--- src/sv/lpsc_pkg.sv ---
// ----------------------------------------------------------------------------
// lpsc_pkg: shared types and constants
// Widths, start-code bytes, register map and the result bundle that passes
// from the conversion core to the output stage.
// ----------------------------------------------------------------------------
package lpsc_pkg;

    // Counter width for sample and output positions
    localparam int CNT_W       = 24;
    localparam int BYTE_W      = 8;
    localparam int HDR_W       = 32;
    // Width used for the exact end-of-unit compares
    localparam int EXT_W       = HDR_W + 2;
    localparam int EXT_PAD_W   = EXT_W - CNT_W;

    // APB register map
    localparam int APB_ADDR_W  = 3;
    localparam int APB_DATA_W  = 32;
    localparam logic REG_SEL_OUT_CAP = 1'b0;   // paddr[2] of out_capacity

    localparam logic [CNT_W-1:0] CAP_RESET = CNT_W'(262144);

    // Start code 00 00 00 01
    localparam logic [BYTE_W-1:0] SC_ZERO_BYTE = 8'h00;
    localparam logic [BYTE_W-1:0] SC_LAST_BYTE = 8'h01;
    localparam logic [2:0]        SC_LEN       = 3'd4;

    // Results caused by one input byte, in delivery order:
    // start code (4 bytes) or one payload byte, then the end record
    typedef struct packed {
        logic              start_code;
        logic              payload;
        logic [BYTE_W-1:0] pay_byte;
        logic              end_rec;
        logic [CNT_W-1:0]  total;
    } bundle_t;

endpackage

--- src/sv/lpsc_core.sv ---
// ----------------------------------------------------------------------------
// lpsc_core: per-byte conversion step
// Holds the sample state (header gather, positions, payload count, phase)
// and works out the results of one accepted byte in a single pass.
// ----------------------------------------------------------------------------
module lpsc_core (
    input  logic                            clk,
    input  logic                            rst_n,
    input  logic                            take,
    input  logic [lpsc_pkg::BYTE_W-1:0]     data_byte,
    input  logic [lpsc_pkg::CNT_W-1:0]      sample_bytes,
    input  logic                            first_of_sample,
    input  logic [lpsc_pkg::CNT_W-1:0]      cap,
    output lpsc_pkg::bundle_t               bundle
);

    typedef enum logic [1:0] {
        PH_HEADER  = 2'd0,
        PH_PAYLOAD = 2'd1,
        PH_STOPPED = 2'd2
    } phase_t;

    phase_t                        phase_reg, phase_next;
    logic [lpsc_pkg::HDR_W-1:0]    header_value_reg, header_value_next;
    logic [1:0]                    header_count_reg, header_count_next;
    logic [lpsc_pkg::CNT_W-1:0]    in_position_reg, in_position_next;
    logic [lpsc_pkg::CNT_W-1:0]    out_position_reg, out_position_next;
    logic [lpsc_pkg::HDR_W-1:0]    payload_left_reg, payload_left_next;

    // state as seen by this byte, after a possible new-sample clear
    phase_t                        ph_cur;
    logic [lpsc_pkg::HDR_W-1:0]    hv_cur;
    logic [1:0]                    hc_cur;
    logic [lpsc_pkg::CNT_W-1:0]    ip_cur;
    logic [lpsc_pkg::CNT_W-1:0]    op_cur;
    logic [lpsc_pkg::HDR_W-1:0]    pl_cur;

    logic [lpsc_pkg::HDR_W-1:0]    hv_shift;
    logic [lpsc_pkg::CNT_W-1:0]    ip_inc;
    logic [lpsc_pkg::EXT_W-1:0]    len_ext;
    logic [lpsc_pkg::EXT_W-1:0]    in_end;
    logic [lpsc_pkg::EXT_W-1:0]    out_end;
    logic [lpsc_pkg::EXT_W-1:0]    size_ext;
    logic [lpsc_pkg::EXT_W-1:0]    cap_ext;
    logic                          unit_bad;
    logic                          past_end;
    logic [lpsc_pkg::HDR_W-1:0]    pl_dec;

    // Clear on first byte of a sample
    always_comb
    begin
        if (first_of_sample)
        begin
            ph_cur = PH_HEADER;
            hv_cur = '0;
            hc_cur = '0;
            ip_cur = '0;
            op_cur = '0;
            pl_cur = '0;
        end
        else
        begin
            ph_cur = phase_reg;
            hv_cur = header_value_reg;
            hc_cur = header_count_reg;
            ip_cur = in_position_reg;
            op_cur = out_position_reg;
            pl_cur = payload_left_reg;
        end
    end

    // Unit bounds: payload must fit the sample and the output capacity
    assign hv_shift = {hv_cur[lpsc_pkg::HDR_W-lpsc_pkg::BYTE_W-1:0], data_byte};
    assign ip_inc   = ip_cur + lpsc_pkg::CNT_W'(1);
    assign len_ext  = lpsc_pkg::EXT_W'(hv_shift);
    assign size_ext = {{lpsc_pkg::EXT_PAD_W{1'b0}}, sample_bytes};
    assign cap_ext  = {{lpsc_pkg::EXT_PAD_W{1'b0}}, cap};
    assign in_end   = {{lpsc_pkg::EXT_PAD_W{1'b0}}, ip_inc} + len_ext;
    assign out_end  = {{lpsc_pkg::EXT_PAD_W{1'b0}}, op_cur}
                      + lpsc_pkg::EXT_W'(lpsc_pkg::SC_LEN) + len_ext;
    assign unit_bad = (in_end > size_ext) || (out_end > cap_ext);
    assign past_end = (ip_cur >= sample_bytes);
    assign pl_dec   = pl_cur - lpsc_pkg::HDR_W'(1);

    // Step logic
    always_comb
    begin
        phase_next        = ph_cur;
        header_value_next = hv_cur;
        header_count_next = hc_cur;
        in_position_next  = ip_cur;
        out_position_next = op_cur;
        payload_left_next = pl_cur;
        bundle            = '0;
        bundle.pay_byte   = data_byte;

        if (!past_end)
        begin
            in_position_next = ip_inc;
            case (ph_cur)
                PH_HEADER:
                begin
                    if (hc_cur == 2'd3)
                    begin
                        header_count_next = '0;
                        header_value_next = '0;
                        if (unit_bad)
                        begin
                            phase_next = PH_STOPPED;
                        end
                        else
                        begin
                            bundle.start_code = 1'b1;
                            out_position_next = op_cur
                                                + lpsc_pkg::CNT_W'(lpsc_pkg::SC_LEN);
                            payload_left_next = hv_shift;
                            phase_next = (hv_shift != '0) ? PH_PAYLOAD : PH_HEADER;
                        end
                    end
                    else
                    begin
                        header_value_next = hv_shift;
                        header_count_next = hc_cur + 2'd1;
                    end
                end
                PH_PAYLOAD:
                begin
                    bundle.payload    = 1'b1;
                    out_position_next = op_cur + lpsc_pkg::CNT_W'(1);
                    payload_left_next = pl_dec;
                    if (pl_dec == '0)
                    begin
                        phase_next = PH_HEADER;
                    end
                end
                default:
                begin
                    phase_next = PH_STOPPED;
                end
            endcase

            // End record on the last byte of the sample
            if (ip_inc == sample_bytes)
            begin
                bundle.end_rec = 1'b1;
                bundle.total   = out_position_next;
            end
        end
    end

    // State registers
    always_ff @(posedge clk or negedge rst_n)
    begin
        if (!rst_n)
        begin
            phase_reg        <= PH_HEADER;
            header_value_reg <= '0;
            header_count_reg <= '0;
            in_position_reg  <= '0;
            out_position_reg <= '0;
            payload_left_reg <= '0;
        end
        else if (take)
        begin
            phase_reg        <= phase_next;
            header_value_reg <= header_value_next;
            header_count_reg <= header_count_next;
            in_position_reg  <= in_position_next;
            out_position_reg <= out_position_next;
            payload_left_reg <= payload_left_next;
        end
    end

endmodule

--- src/sv/lpsc_out.sv ---
// ----------------------------------------------------------------------------
// lpsc_out: result register and serializer
// Holds the results of one byte and hands them out one transfer at a time:
// start-code bytes or the payload byte first, then the end record.
// ----------------------------------------------------------------------------
module lpsc_out (
    input  logic                            clk,
    input  logic                            rst_n,
    input  logic                            load,
    input  lpsc_pkg::bundle_t               bundle_in,
    output logic                            free,
    output logic                            out_valid,
    input  logic                            out_ready,
    output logic [lpsc_pkg::BYTE_W-1:0]     out_byte,
    output logic                            is_end,
    output logic [lpsc_pkg::CNT_W-1:0]      total_bytes
);

    logic [2:0]                    sc_left_reg, sc_left_next;
    logic                          pay_reg, pay_next;
    logic                          end_reg, end_next;
    logic [lpsc_pkg::BYTE_W-1:0]   pay_byte_reg;
    logic [lpsc_pkg::CNT_W-1:0]    total_reg;

    logic                          has_sc;
    logic [2:0]                    remaining;
    logic                          pop;

    // Pending results and the front of the queue
    assign has_sc    = (sc_left_reg != '0);
    assign remaining = sc_left_reg + {2'b00, pay_reg} + {2'b00, end_reg};
    assign out_valid = (remaining != '0);
    assign pop       = out_valid && out_ready;
    assign free      = !out_valid || (out_ready && (remaining == 3'd1));

    assign is_end      = !has_sc && !pay_reg && end_reg;
    assign total_bytes = is_end ? total_reg : '0;

    always_comb
    begin
        if (has_sc)
        begin
            out_byte = (sc_left_reg == 3'd1) ? lpsc_pkg::SC_LAST_BYTE
                                             : lpsc_pkg::SC_ZERO_BYTE;
        end
        else if (pay_reg)
        begin
            out_byte = pay_byte_reg;
        end
        else
        begin
            out_byte = '0;
        end
    end

    // Load a new bundle or retire the front result
    always_comb
    begin
        sc_left_next = sc_left_reg;
        pay_next     = pay_reg;
        end_next     = end_reg;
        if (load)
        begin
            sc_left_next = bundle_in.start_code ? lpsc_pkg::SC_LEN : 3'd0;
            pay_next     = bundle_in.payload;
            end_next     = bundle_in.end_rec;
        end
        else if (pop)
        begin
            if (has_sc)
            begin
                sc_left_next = sc_left_reg - 3'd1;
            end
            else if (pay_reg)
            begin
                pay_next = 1'b0;
            end
            else
            begin
                end_next = 1'b0;
            end
        end
    end

    always_ff @(posedge clk or negedge rst_n)
    begin
        if (!rst_n)
        begin
            sc_left_reg <= '0;
            pay_reg     <= 1'b0;
            end_reg     <= 1'b0;
        end
        else
        begin
            sc_left_reg <= sc_left_next;
            pay_reg     <= pay_next;
            end_reg     <= end_next;
        end
    end

    // Result payload, no reset needed
    always_ff @(posedge clk)
    begin
        if (load)
        begin
            pay_byte_reg <= bundle_in.pay_byte;
            total_reg    <= bundle_in.total;
        end
    end

endmodule

--- src/sv/length_prefix_to_start_code.sv ---
// ----------------------------------------------------------------------------
// length_prefix_to_start_code: length-prefixed to start-code video conversion
// Replaces each 4-byte big-endian unit length with 00 00 00 01, passes the
// payload through and closes every sample with an end record.
//
//   Channel   Direction  Signals                                  Transfer
//   in        sink       data_byte, sample_bytes, first_of_sample valid & ready
//   out       source     out_byte, is_end, total_bytes            valid & ready
//   apb       slave      psel, penable, pwrite, paddr, pwdata     access phase
//
// One input byte per cycle when the output is taken every cycle; a byte whose
// results need more than one output transfer holds the input until its last
// transfer is taken (longest on a header's last byte with an end record),
// set by the single result register. Results of a byte appear in the cycle
// after its transfer. Reset gives the state of a fresh sample and out_capacity
// 262144. A stalled output keeps in_ready low while any result is pending.
// ----------------------------------------------------------------------------
module length_prefix_to_start_code (
    input  logic                                clk,
    input  logic                                rst_n,
    // configuration
    input  logic                                psel,
    input  logic                                penable,
    input  logic                                pwrite,
    input  logic [lpsc_pkg::APB_ADDR_W-1:0]     paddr,
    input  logic [lpsc_pkg::APB_DATA_W-1:0]     pwdata,
    output logic [lpsc_pkg::APB_DATA_W-1:0]     prdata,
    output logic                                pready,
    // input stream
    input  logic                                in_valid,
    output logic                                in_ready,
    input  logic [lpsc_pkg::BYTE_W-1:0]         data_byte,
    input  logic [lpsc_pkg::CNT_W-1:0]          sample_bytes,
    input  logic                                first_of_sample,
    // output stream
    output logic                                out_valid,
    input  logic                                out_ready,
    output logic [lpsc_pkg::BYTE_W-1:0]         out_byte,
    output logic                                is_end,
    output logic [lpsc_pkg::CNT_W-1:0]          total_bytes
);

    logic [lpsc_pkg::CNT_W-1:0]    cap_reg;
    logic                          cap_sel;
    logic                          take;
    logic                          out_free;
    lpsc_pkg::bundle_t             bundle;

    // Configuration register
    assign pready  = 1'b1;
    assign cap_sel = (paddr[2] == lpsc_pkg::REG_SEL_OUT_CAP);
    assign prdata  = cap_sel ? lpsc_pkg::APB_DATA_W'(cap_reg) : '0;

    always_ff @(posedge clk or negedge rst_n)
    begin
        if (!rst_n)
        begin
            cap_reg <= lpsc_pkg::CAP_RESET;
        end
        else if (psel && penable && pwrite && pready && cap_sel)
        begin
            cap_reg <= pwdata[lpsc_pkg::CNT_W-1:0];
        end
    end

    // Input transfer
    assign in_ready = out_free;
    assign take     = in_valid && in_ready;

    lpsc_core u_core (
        .clk             (clk),
        .rst_n           (rst_n),
        .take            (take),
        .data_byte       (data_byte),
        .sample_bytes    (sample_bytes),
        .first_of_sample (first_of_sample),
        .cap             (cap_reg),
        .bundle          (bundle)
    );

    lpsc_out u_out (
        .clk         (clk),
        .rst_n       (rst_n),
        .load        (take),
        .bundle_in   (bundle),
        .free        (out_free),
        .out_valid   (out_valid),
        .out_ready   (out_ready),
        .out_byte    (out_byte),
        .is_end      (is_end),
        .total_bytes (total_bytes)
    );

endmodule

--- config.mk ---
export PLATFORM = sky130hd
export DESIGN_NAME = length_prefix_to_start_code
export DESIGN_NICKNAME = d
export VERILOG_FILES = /design/src/sv/lpsc_pkg.sv /design/src/sv/lpsc_core.sv /design/src/sv/lpsc_out.sv /design/src/sv/length_prefix_to_start_code.sv
export SDC_FILE = /design/constraint.sdc
export NUM_CORES = 1
export LEC_CHECK = 0
export BUFFER_PORTS_ARGS = -buffer_cell sky130_fd_sc_hd__buf_2
export CAP_MARGIN = 20
export CELL_PAD_IN_SITES_DETAIL_PLACEMENT = 2
export CELL_PAD_IN_SITES_GLOBAL_PLACEMENT = 2
export CORE_MARGIN = 2
export CORE_UTILIZATION = 37
export CTS_CLUSTER_DIAMETER = 200
export CTS_CLUSTER_SIZE = 40
export DETAILED_ROUTE_END_ITERATION = 6
export GPL_ROUTABILITY_DRIVEN = 0
export PLACE_DENSITY = 0.93
export SYNTH_ARGS = -nofsm -noshare
export SYNTH_HDL_FRONTEND = slang
export SYNTH_HIERARCHICAL = 1
export SYNTH_SLANG_ARGS = --single-unit
--- constraint.sdc ---
create_clock -name clk -period 8.9 [get_ports clk]
set_input_delay 0.89 -clock clk [delete_from_list [all_inputs] [get_ports clk]]
set_output_delay 0.89 -clock clk [all_outputs]
set_load 0.05 [all_outputs]
# After elaboration in Yosys (flattened, before gate mapping)
# Index checks and enable logic that the tools add are counted.
totals:
  register_bits: 177
  in_bits: 75
  out_inout_bits: 68
  wordCells: 109
op_classes:
  n_addsub: 11
  magnitude_cmp: 3
  n_eq_ne: 7
  n_mux: 50
  bitwise_logic: 2
  n_reduce_logical: 24
op_table:
  columns: ["operator", "n"]
  rows:
  - ["32-bit two-way mux", 8]
  - ["24-bit two-way mux", 8]
  - ["34-bit by 24-bit > comparator with 1-bit output", 2]
  - ["32-bit one-hot mux with 2 select lines", 1]
  - ["25-bit two-way mux", 2]
  - ["24-bit by 1-bit adder with 24-bit output (second input constant)", 2]
  - ["24-bit one-hot mux with 2 select lines", 1]
  - ["34-bit by 32-bit adder with 34-bit output", 1]
  - ["24-bit by 32-bit adder with 33-bit output", 1]
  - ["32-bit logical NOT", 1]
  - ["32-bit nonzero test", 1]
  - ["32-bit by 1-bit subtractor with 32-bit output (second input constant)", 1]
  - ["24-bit by 3-bit adder with 25-bit output (second input constant)", 1]
  - ["24-bit by 3-bit adder with 24-bit output (second input constant)", 1]
  - ["24-bit equality test", 1]
  - ["24-bit >= comparator", 1]
  - ["2-bit two-way mux", 10]
  - ["8-bit two-way mux", 2]
  - ["1-bit two-way mux", 13]
  - ["3-bit two-way mux", 4]
  - ["1-bit logical AND", 8]
  - ["3-bit by 1-bit adder with 3-bit output", 2]
  - ["3-bit by 1-bit equality test with 1-bit output (second input constant)", 2]
  - ["3-bit nonzero test", 2]
  - ["14 further kinds", 21]

# Logic depth before layout (Yosys ltp)
# Gate-level depths: netlist of run 1.
logic_depth:
  word_depth: 11
  ltp_mapped: 48
  mapped_depth_nobuf: 34

# Modules after synthesis
# The synthesis of run 1 kept the hierarchy.
by_module_without_submodules:
  columns: ["mod", "instances", "cells_per_inst", "area_each_um2", "seq_area_each_um2"]
  rows:
  - ["lpsc_core", 1, 2000, 14689.1, 2702.6]
  - ["lpsc_out", 1, 114, 1611.5, 1086.0]
  - ["length_prefix_to_start_code", 1, 89, 1234.9, 601.8]

# Least setup slack after synthesis of run 1
# Ideal clock, no wire load.
synth_timing:
  path_type: "input -> register"
  start: "in first_of_sample"
  end: "reg u_out/total_reg[11] (netlist bit) (data pin)"
  setup_ns: 0.258
  t_arrival_ns: 10.091
  required_ns: 8.642
  slack_ns: -1.449
  cell_stages: 47
  n_path_buf: 15
  path_cell_list: "buf_2 > clkbuf_1 > clkbuf_1 > buf_1 > clkbuf_1 > clkbuf_1 > clkbuf_1 > clkbuf_1 > buf_2 > clkbuf_1 > clkbuf_1 > clkbuf_1 > nor2b_1 > ha_1 > clkbuf_1 > nand3_1 > nor2_1 > xnor2_1 > [... 11 more ...] > a21oi_1 > xnor2_1 > ha_1 > nand4_1 > nor4_1 > nand2_1 > a22oi_1 > o211ai_1 > nand4b_1 > nor4_1 > and4_1 > nand3_1 > or4_1 > buf_2 > buf_6 > a311oi_2 > nor2_1 > o221a_1"
synth_between:
  elab_chain_cells: 8
  elab_cells_between_ends: 24
  classes_between: "6 x add/sub; 3 x order compare; 3 x eq/ne; 8 x mux; 1 x bitwise; 3 x reduce/logical"
synth_rtl:
  columns: ["item", "line_no", "text"]
  rows:
  - ["start, declared", "length_prefix_to_start_code.sv:34", "input logic first_of_sample,"]
  - ["24-bit two-way mux", "lpsc_core.sv:52", "if (first_of_sample)"]
  - ["24-bit by 3-bit adder with 25-bit output / 24-bit by 1-bit adder with 24-bit output (equally long branches)", "lpsc_core.sv:80, lpsc_core.sv:74", null]
  - ["34-bit by 32-bit adder with 34-bit output / 24-bit by 32-bit adder with 33-bit output (equally long branches)", "lpsc_core.sv:80, lpsc_core.sv:78", null]
  - ["34-bit by 24-bit > comparator with 1-bit output", "lpsc_core.sv:81", "assign unit_bad = (in_end > size_ext) || (out_end > cap_ext);"]
  - ["1-bit logical OR", "lpsc_core.sv:81", null]
  - ["24-bit two-way mux", "lpsc_core.sv:107", "if (unit_bad)"]
  - ["24-bit two-way mux", "lpsc_core.sv:103", "if (hc_cur == 2'd3)"]
  - ["24-bit one-hot mux with 2 select lines", "lpsc_core.sv:100", "case (ph_cur)"]
  - ["end signal, assigned", "lpsc_out.sv:107", "total_reg <= bundle_in.total;"]
  - ["end, declared", "lpsc_out.sv:23", "logic [lpsc_pkg::CNT_W-1:0] total_reg;"]
# Parallel ways exist; a longest one is shown, timed or not.
# A chain may end at the register's enable or synchronous reset.

# Worst setup path in the final report of run 1
layout_timing:
  start: "in first_of_sample"
  end: "reg u_core/payload_left_reg[6] (netlist bit)"
layout_between:
  elab_chain_cells: 9
  elab_cells_between_ends: 22
  classes_between: "5 x add/sub; 3 x order compare; 2 x eq/ne; 10 x mux; 2 x reduce/logical"
layout_rtl:
  columns: ["item", "line_no", "text"]
  rows:
  - ["24-bit two-way mux", "lpsc_core.sv:52", null]
  - ["24-bit by 3-bit adder with 25-bit output / 24-bit by 1-bit adder with 24-bit output (equally long branches)", "lpsc_core.sv:80, lpsc_core.sv:74", null]
  - ["34-bit by 32-bit adder with 34-bit output / 24-bit by 32-bit adder with 33-bit output (equally long branches)", "lpsc_core.sv:80, lpsc_core.sv:78", null]
  - ["34-bit by 24-bit > comparator with 1-bit output", "lpsc_core.sv:81", null]
  - ["1-bit logical OR", "lpsc_core.sv:81", null]
  - ["32-bit two-way mux", "lpsc_core.sv:107", null]
  - ["32-bit two-way mux", "lpsc_core.sv:103", null]
  - ["32-bit one-hot mux with 2 select lines", "lpsc_core.sv:100", null]
  - ["32-bit two-way mux *", "lpsc_core.sv:97", "if (!past_end)"]
  - ["end signal, assigned", "lpsc_core.sv:170", "payload_left_reg <= payload_left_next;"]
  - ["end, declared", "lpsc_core.sv:28", "logic [lpsc_pkg::HDR_W-1:0] payload_left_reg, payload_left_next;"]
# Every way passes the cells marked *; elsewhere a longest branch is shown, timed or not.

==> results.txt, run 1 <==
RSZ-0062 raised after global routing -> false
H-tree levels -> 4
CTS tree -> built
num ports -> 143
diode count -> 0
async set or reset register ratio after synthesis -> 81.07%
Pint -> 0.002300 W
Comb power frac -> 58.4%
Final Hold Fails -> 0
Synth area leader -> dfrtp_1
clock network fraction of total power -> 15.4%
Crit Path Class -> in2reg
max-capacitance violation count -> 0
# DRC -> 9
vias in the first global route -> 21,252
met2 GRT Util -> 58.03%
CP max FO -> 20
ys flop type -> dfrtp_1
chip width -> 221.7 um
Slew Viols, Final -> 0
arrival time worst endpoint -> 8950 ps
Critical Path Sink Type -> register
Post-synth EDFFs -> 32
Yosys reg bits -> 169
Vias -> 19,571
DRT Wirelength -> 86,290 um
# setup viols final -> 0
Min Clock Period, post-route -> 8632 ps
critical path's top delay family -> simple AND/OR/NAND/NOR gates
mapped cell area -> 0.01754 mm^2
grt ovf -> 0
Area Overhead vs Synth -> 10.07%
first-pass GRT wire length -> 130,700 um
Flop pwr share -> 26.2%
Synth cell types -> 104
total CTS buffers -> 17
Vias per Instance -> 6.831
maximum vdd drop -> 0.1967 mV
fin nets -> 2,451
CTS sink count -> 169
Min-Delay Path Class -> reg2reg
hold slack -> 515.1 ps
Core Region -> 0.04665 mm^2
post-route cell area -> 0.01930 mm^2
Tot GR Track Use -> 34.17%
clk_lat worst skew -> 490 ps
status -> finished, violations left
area post-placement -> 0.01868 mm^2
Largest register FFs -> 32
Max Clk Rate -> 115.8 MHz
Max-slew headroom -> 23.97%
Post-Synthesis Cells -> 2,203
Worst path max stage delay -> 500 ps
antenna violations before repair -> 1
Initial Util -> 37.59%
most frequent cells after synthesis -> nand2_1 (172), nor2_1 (170), a21oi_1 (146)
Startpoint Class -> primary input
Mapped Avg Cell Area -> 7.960 um^2
DR pass1 iterations -> 7
Tcrit/Tclk final -> 96.99%
clk_skew -> 17.31 ps
sequential element share of the synthesized area -> 25.04%
Sw Ratio -> 53.99%
Worst-path clk slew -> 80 ps
net switching power -> 0.002699 W
Pleak -> 8.507 nW
# rows -> 79
die height -> 221.7 um
root buf cell -> clkbuf_16
setup TNS -> 0 ps
Post-CTS Hold Buffers -> 0
drt wl/cell -> 30.12 um
share of cells above drive strength 1 -> 13.20%
share of Yosys cell area claimed by the top area cell type -> 19.41%
largest net degree at the start of global routing -> 85
slowest stage cell, crit path -> or4_1
YS warnings -> 6
top-count cell post-synth -> nand2_1
met1 usage -> 39.81%
Tightest Pin Transition -> 1138 ps
Starting DRT DRC Count -> 2,003
Port-buffer cells -> 123
grt met3 use -> 6.547%
WP buf/inv -> 6
GRT Max-Usage Layer -> met2
die area -> 0.04915 mm^2
Antenna Violating Nets Remaining -> 0
Required @ worst endpoint -> 9210 ps
violated checks -> DRC
Synth area leaders -> dfrtp_1 (19%), ha_1 (9.1%), edfxtp_1 (5.5%), xnor2_1 (4.8%), a21oi_1 (4.2%)
Max Root-Sink Buffers -> 2
cell area power density -> 259.0 mW/mm^2
HPWL Detailed -> 61,230 um
-- path summary, 6_finish.rpt --
kind	start	to	slack, ps	cells after the start
hold / removal	u_core/header_count_reg[1]$_DFFE_PN0P_	u_core/header_count_reg[1]$_DFFE_PN0P_	520	1
min in group asynchronous	rst_n	cap_reg[16]$_DFFE_PN0P_	540	1
setup reg to reg	u_core/out_position_reg[2]$_DFFE_PN0P_	u_core/payload_left_reg[6]$_DFFE_PN0P_	390	34
setup / recovery	first_of_sample	u_core/payload_left_reg[6]$_DFFE_PN0P_	270	38
hold reg to reg	u_core/header_count_reg[1]$_DFFE_PN0P_	u_core/header_count_reg[1]$_DFFE_PN0P_	520	1
max in group asynchronous	rst_n	u_core/out_position_reg[22]$_DFFE_PN0P_	6950	2
-- cell families (layout without fill, tap and decap cells) --
| kind of cell | count (synthesis) | in the layout | share of synthesized area (%) |
|---|---|---|---|
| flip-flops | 169 | 169 | 25.04 |
| AO/OA/AOI/OAI | 648 | 648 | 24.93 |
| other | 2 | 9 | 0.04283 |
| adder cells (fa/ha/maj) | 132 | 132 | 9.533 |
| buffers and inverters | 271 | 319 | 6.564 |
| multiplexers | 49 | 49 | 3.468 |
| XOR/XNOR | 130 | 130 | 6.579 |
| AND/OR/NAND/NOR | 802 | 802 | 23.85 |
-- worst reg2reg max path: cells and delay by family (launching register included) --
family,cells,cell delay [ps]
buffers and inverters,3,580
adder cells (fa/ha/maj),3,940
flip-flops,1,540
AND/OR/NAND/NOR,20,4490
XOR/XNOR,2,380
AO/OA/AOI/OAI,6,1380
-- layer usage --
metal  vias up  part of all wire, %
met5         -                0.015
met3       394                  7.8
li1       8155                    -
met2      1112                   48
met1      9908                   38
met4         2                  6.6
-- through the flow --
stage / util, % / setup slack, ps / power (W) / cells
final: 41.37 / 268.0 / 0.004998 / 2865
after global routing: 41.37 / 7.629 / 0.005234 / 2865
after CTS: 41.23 / 94.96 / 0.004877 / 2863
after detailed placement: 40.04 / -146.4 / 0.004000 / 2831
after global placement: 40.04 / 416.7 / 0.003743 / 2831
after floorplan: - / 30.83 / 0.003053 / 2210
-- layout make-up --
type | count | area, um^2
Fill cell | 5285 | 27350
Multi-Input combinational cell | 1770 | 12140
Sequential cell | 169 | 4390
Timing Repair Buffer | 177 | 1042
Tap cell | 607 | 759.5
Clock buffer | 19 | 442.9
Inverter | 110 | 412.9
Clock inverter | 13 | 111.4
-- power groups by stage --
| stage | clock network (W) | registers (W) | logic [W] |
|---|---|---|---|
| after global placement | 0 | 0.00126 | 0.00249 |
| after detailed placement | 0 | 0.00129 | 0.00271 |
| after global routing | 0.000802 | 0.00133 | 0.00310 |
| after CTS | 0.000773 | 0.00129 | 0.00282 |
| final | 0.000769 | 0.00131 | 0.00292 |
| after floorplan | 0 | 0.00110 | 0.00195 |
-- layout by cell type, fill, tap and decap left out, types with 54 or more instances in the layout --
master | netlist | routed
xnor2_1 | 96 | 94
nor2_1 | 170 | 167
dfrtp_1 | 136 | 136
inv_1 | 110 | 109
buf_4 | 21 | 54
nand2_1 | 172 | 172
ha_1 | 128 | 126
nor2b_1 | 85 | 84
o21ai_0 | 139 | 139
buf_2 | 13 | 121
nand3_1 | 65 | 64
a21oi_1 | 146 | 143
-- what timing repair did --
action / CTS / global route
setup buffers: 0 / 0
gates resized for setup: 0 / 9
endpoints found under the setup margin: 0 / 38
(Power assumes the default switching activity.)
==> run 2, diff against run 1 <==
- HOLD_SLACK_MARGIN: not set -> 0.05
- PLACE_DENSITY: 0.93 -> 0.94
- SYNTH_HIERARCHICAL: 1 -> not set
==> run 2 against run 1 <==
Final area up 0.87%. Flip-flop and latch count is the same. First-iteration DRC count grew 7.0%. Register-to-register slack got worse by 350 ps. Via count rose by 0.89%. Clock power is 9.6% higher. Critical path depth fell by 9. Non-clock buffer count grew 53. The run ends with setup timing left. Count of clock-buffer cells in the layout is the same. Clock skew rose by 12 ps. Synthesized area decreased by 3.0%. Critical endpoint is now u_out.total_reg[17]$_SDFFCE_PP0P_. Critical path type unchanged. Hold slack worse by 69 ps.
==> results.txt, run 2 <==
status -> finished, violations left
violated checks -> setup timing
Post-Route M1 WL -> 33,950 um (+4.0%)
reg-to-reg slack, setup -> 40 ps (-350 ps)
Vias -> 19,746 (+0.89%)
Tcrit/Tclk final -> 100.5% (+3.5 points)
ys flop type -> dfrtp_1
clk_skew -> 29.55 ps (+12.23 ps)
grt ovf -> 0 (unchanged)
Startpoint Class -> primary input
Vias per Instance -> 6.772 (-0.87%)
Comb power frac -> 49.0% (-9.4 points)
Crit Path Class -> in2reg
Slew Viols, Final -> 0 (unchanged)
clock network fraction of total power -> 21.5% (+6.1 points)
commonest non-fill, non-tap cell in the layout -> nand2_1
Mapped Avg Cell Area -> 7.771 um^2 (-2.4%)
Synth area leader -> dfrtp_1
async set or reset register ratio after synthesis -> 81.07% (unchanged)
Required @ worst endpoint -> 9150 ps (-60 ps)
area of the multi-input gates -> 0.01185 mm^2 (-2.4%)
cell area power density -> 201.1 mW/mm^2 (-22%)
mapped cell area -> 0.01700 mm^2 (-3.0%)
Max-slew headroom -> 29.04% (+5.1 points)
drt wl/cell -> 31.19 um (+3.6%)
top routing layer in use -> met5
register area -> 0.004390 mm^2 (unchanged)
Largest register FFs -> 32 (unchanged)
most frequent cells after synthesis -> nand2_1 (215), nor2_1 (178), a21oi_1 (168)
setup TNS -> -82.70 ps (-82.70 ps)
Post-CTS Hold Buffers -> 0 (unchanged)
DR pass1 iterations -> 5 (-2)
Core Region -> 0.04538 mm^2 (-2.7%)
chip width -> 218.4 um (-1.5%)
Final Hold Fails -> 0 (unchanged)
fin nets -> 2,505 (+2.2%)
Critical Path Sink Type -> register
slowest stage cell, crit path -> or4_1
Reg2Reg Launch Point -> u_core.out_position_reg[2]$_DFFE_PN0P_
die height -> 218.4 um (-1.5%)
Pint -> 0.001953 W (-15%)
# rows -> 78 (-1.3%)
largest net degree at the start of global routing -> 76 (-11%)
CTS sink count -> 169 (unchanged)
vias in the first global route -> 21,680 (+2.0%)
YS warnings -> 0 (-6)
top-count cell post-synth -> nand2_1
CP max FO -> 70 (+250%)
Max Clk Rate -> 111.8 MHz (-3.5%)
Flop pwr share -> 29.5% (+3.3 points)
root buf cell -> clkbuf_16
Tightest Pin Transition -> 1062 ps (-75.54 ps)
sequential element share of the synthesized area -> 25.82% (+0.78 points)
hold slack -> 446.0 ps (-69.14 ps)
DRT Wirelength -> 90,960 um (+5.4%)
Max Root-Sink Buffers -> 2 (unchanged)
# DRC -> 0 (-9)
Area Overhead vs Synth -> 14.50%
Yosys reg bits -> 169 (unchanged)
most frequent cells in the layout -> nand2_1 (213), nor2_1 (174), a21oi_1 (166)
Worst R2R Path Depth -> 32 (-5.9%)
Tot GR Track Use -> 37.19% (+3.0 points)
Worst path max stage delay -> 640 ps (+140 ps)
clk_lat worst skew -> 510 ps (+20 ps)
Initial Util -> 37.47% (-0.12 points)
Synth area leaders -> dfrtp_1 (20%), ha_1 (9.2%), edfxtp_1 (5.7%), a21oi_1 (4.9%), xnor2_1 (4.9%)
maximum vdd drop -> 0.1623 mV (-17%)
Sw Ratio -> 50.10% (-3.9 points)
arrival time worst endpoint -> 9190 ps (+240 ps)
# setup viols final -> 3 (+3)
Pleak -> 8.649 nW (+1.7%)
HPWL Detailed -> 64,860 um (+5.9%)
total CTS buffers -> 17 (unchanged)
fillers -> 5,090 (-3.7%)
dpl ws -> -355.2 ps (-208.8 ps)
die area -> 0.04769 mm^2 (-3.0%)
final worst slack -> -44.28 ps (-312.3 ps)
Starting DRT DRC Count -> 2,143 (+7.0%)
share of Yosys cell area claimed by the top area cell type -> 20.01% (+0.61 points)
Post-synth EDFFs -> 32 (unchanged)
Synth cell types -> 91 (-13%)
post-route cell area -> 0.01947 mm^2 (+0.87%)
Post-Synthesis Cells -> 2,188 (-0.68%)
Worst-path clk slew -> 90 ps (about the same)
reg2reg end -> u_out.total_reg[17]$_SDFFCE_PP0P_
Antenna Violating Nets Remaining -> 0 (unchanged)
first-pass GRT wire length -> 134,900 um (+3.2%)
net switching power -> 0.001961 W (-27%)
max-capacitance violation count -> 0 (unchanged)
area post-placement -> 0.01876 mm^2 (+0.41%)
share of cells above drive strength 1 -> 15.21% (+2.0 points)
CTS tree -> built
CP most frequent cell -> a21oi_1
Port-buffer cells -> 123 (unchanged)
antenna violations before repair -> 3 (+2)
Min-Delay Path Class -> in2async
num ports -> 143 (unchanged)
met3 wire len -> 6969 um (+3.3%)
Min Clock Period, post-route -> 8944 ps (+312.3 ps)
wire length on met2 -> 42,920 um (+4.1%)
H-tree levels -> 4 (unchanged)
## run 2: stage by stage
step	total power (W)	cells	util, %
floorplan	0.002212	2195	-
global placement	0.002726	2882	41.33
detailed placement	0.002937	2882	41.33
CTS	0.003820	2914	42.65
global route	0.004052	2915	42.90
finish	0.003914	2916	42.90
## run 2: how the worst max path moves through the flow
| stage | from | end | slack (ps) | depth (start not counted) |
|---|---|---|---|---|
| global placement | first_of_sample | u_out.total_reg[15]$_SDFFCE_PP0P_ | 430 | 32 |
| finish | first_of_sample | u_out.total_reg[17]$_SDFFCE_PP0P_ | -40 | 29 |
| CTS | first_of_sample | u_out.total_reg[15]$_SDFFCE_PP0P_ | 80 | 32 |
| floorplan | first_of_sample | u_out.total_reg[15]$_SDFFCE_PP0P_ | 7 | 44 |
| global route | first_of_sample | u_out.total_reg[17]$_SDFFCE_PP0P_ | -140 | 29 |
| detailed placement | first_of_sample | u_out.total_reg[15]$_SDFFCE_PP0P_ | -360 | 31 |
## run 2: logic make-up after synthesis
logic type                 after synthesis  share of synthesized area (%)
buffers and inverters                  249                          5.806
AOI/OAI and AO/OA                      630                          23.97
and+or+nand+nor                        830                          24.82
xor gates and xnor gates               132                          6.961
adders and majority gates              131                          9.728
other                                    2                        0.04417
muxes                                   45                          2.855
DFF                                    169                          25.82
## run 2: timing repair
item | in CTS | in global routing
setup buffers | 0 | 0
resized for setup | 0 | 19
setup endpoints to repair | 0 | 52
## run 2: final cells by class
type	instances	area share, %
Clock inverter	13	0.7391
Timing Repair Buffer	230	7.564
Tap cell	600	3.856
Antenna cell	1	0.01285
Multi-Input combinational cell	1777	60.88
Clock buffer	19	2.333
Sequential cell	169	22.55
Inverter	107	2.063
## run 2: power groups by stage
stage	Clock [W]	Sequential [W]	Combinational [W]
floorplan	0	0.00102	0.00119
global placement	0	0.00112	0.00161
detailed placement	0	0.00115	0.00179
CTS	0.000838	0.00114	0.00184
global route	0.000866	0.00116	0.00202
finish	0.000843	0.00115	0.00192
## run 2: critical path: cells and delay by family
family	cells	cell delay (ps)
buffers and inverters	4	1180
adders and majority gates	2	690
xor gates and xnor gates	2	550
and+or+nand+nor	11	3360
AOI/OAI and AO/OA	10	2410
## run 2: layer usage
metal	track usage, %	vias to the layer above
met5	0	-
met4	25.65	4
met3	7.001	456
met2	62.87	1178
met1	42.36	9957
li1	-	8151
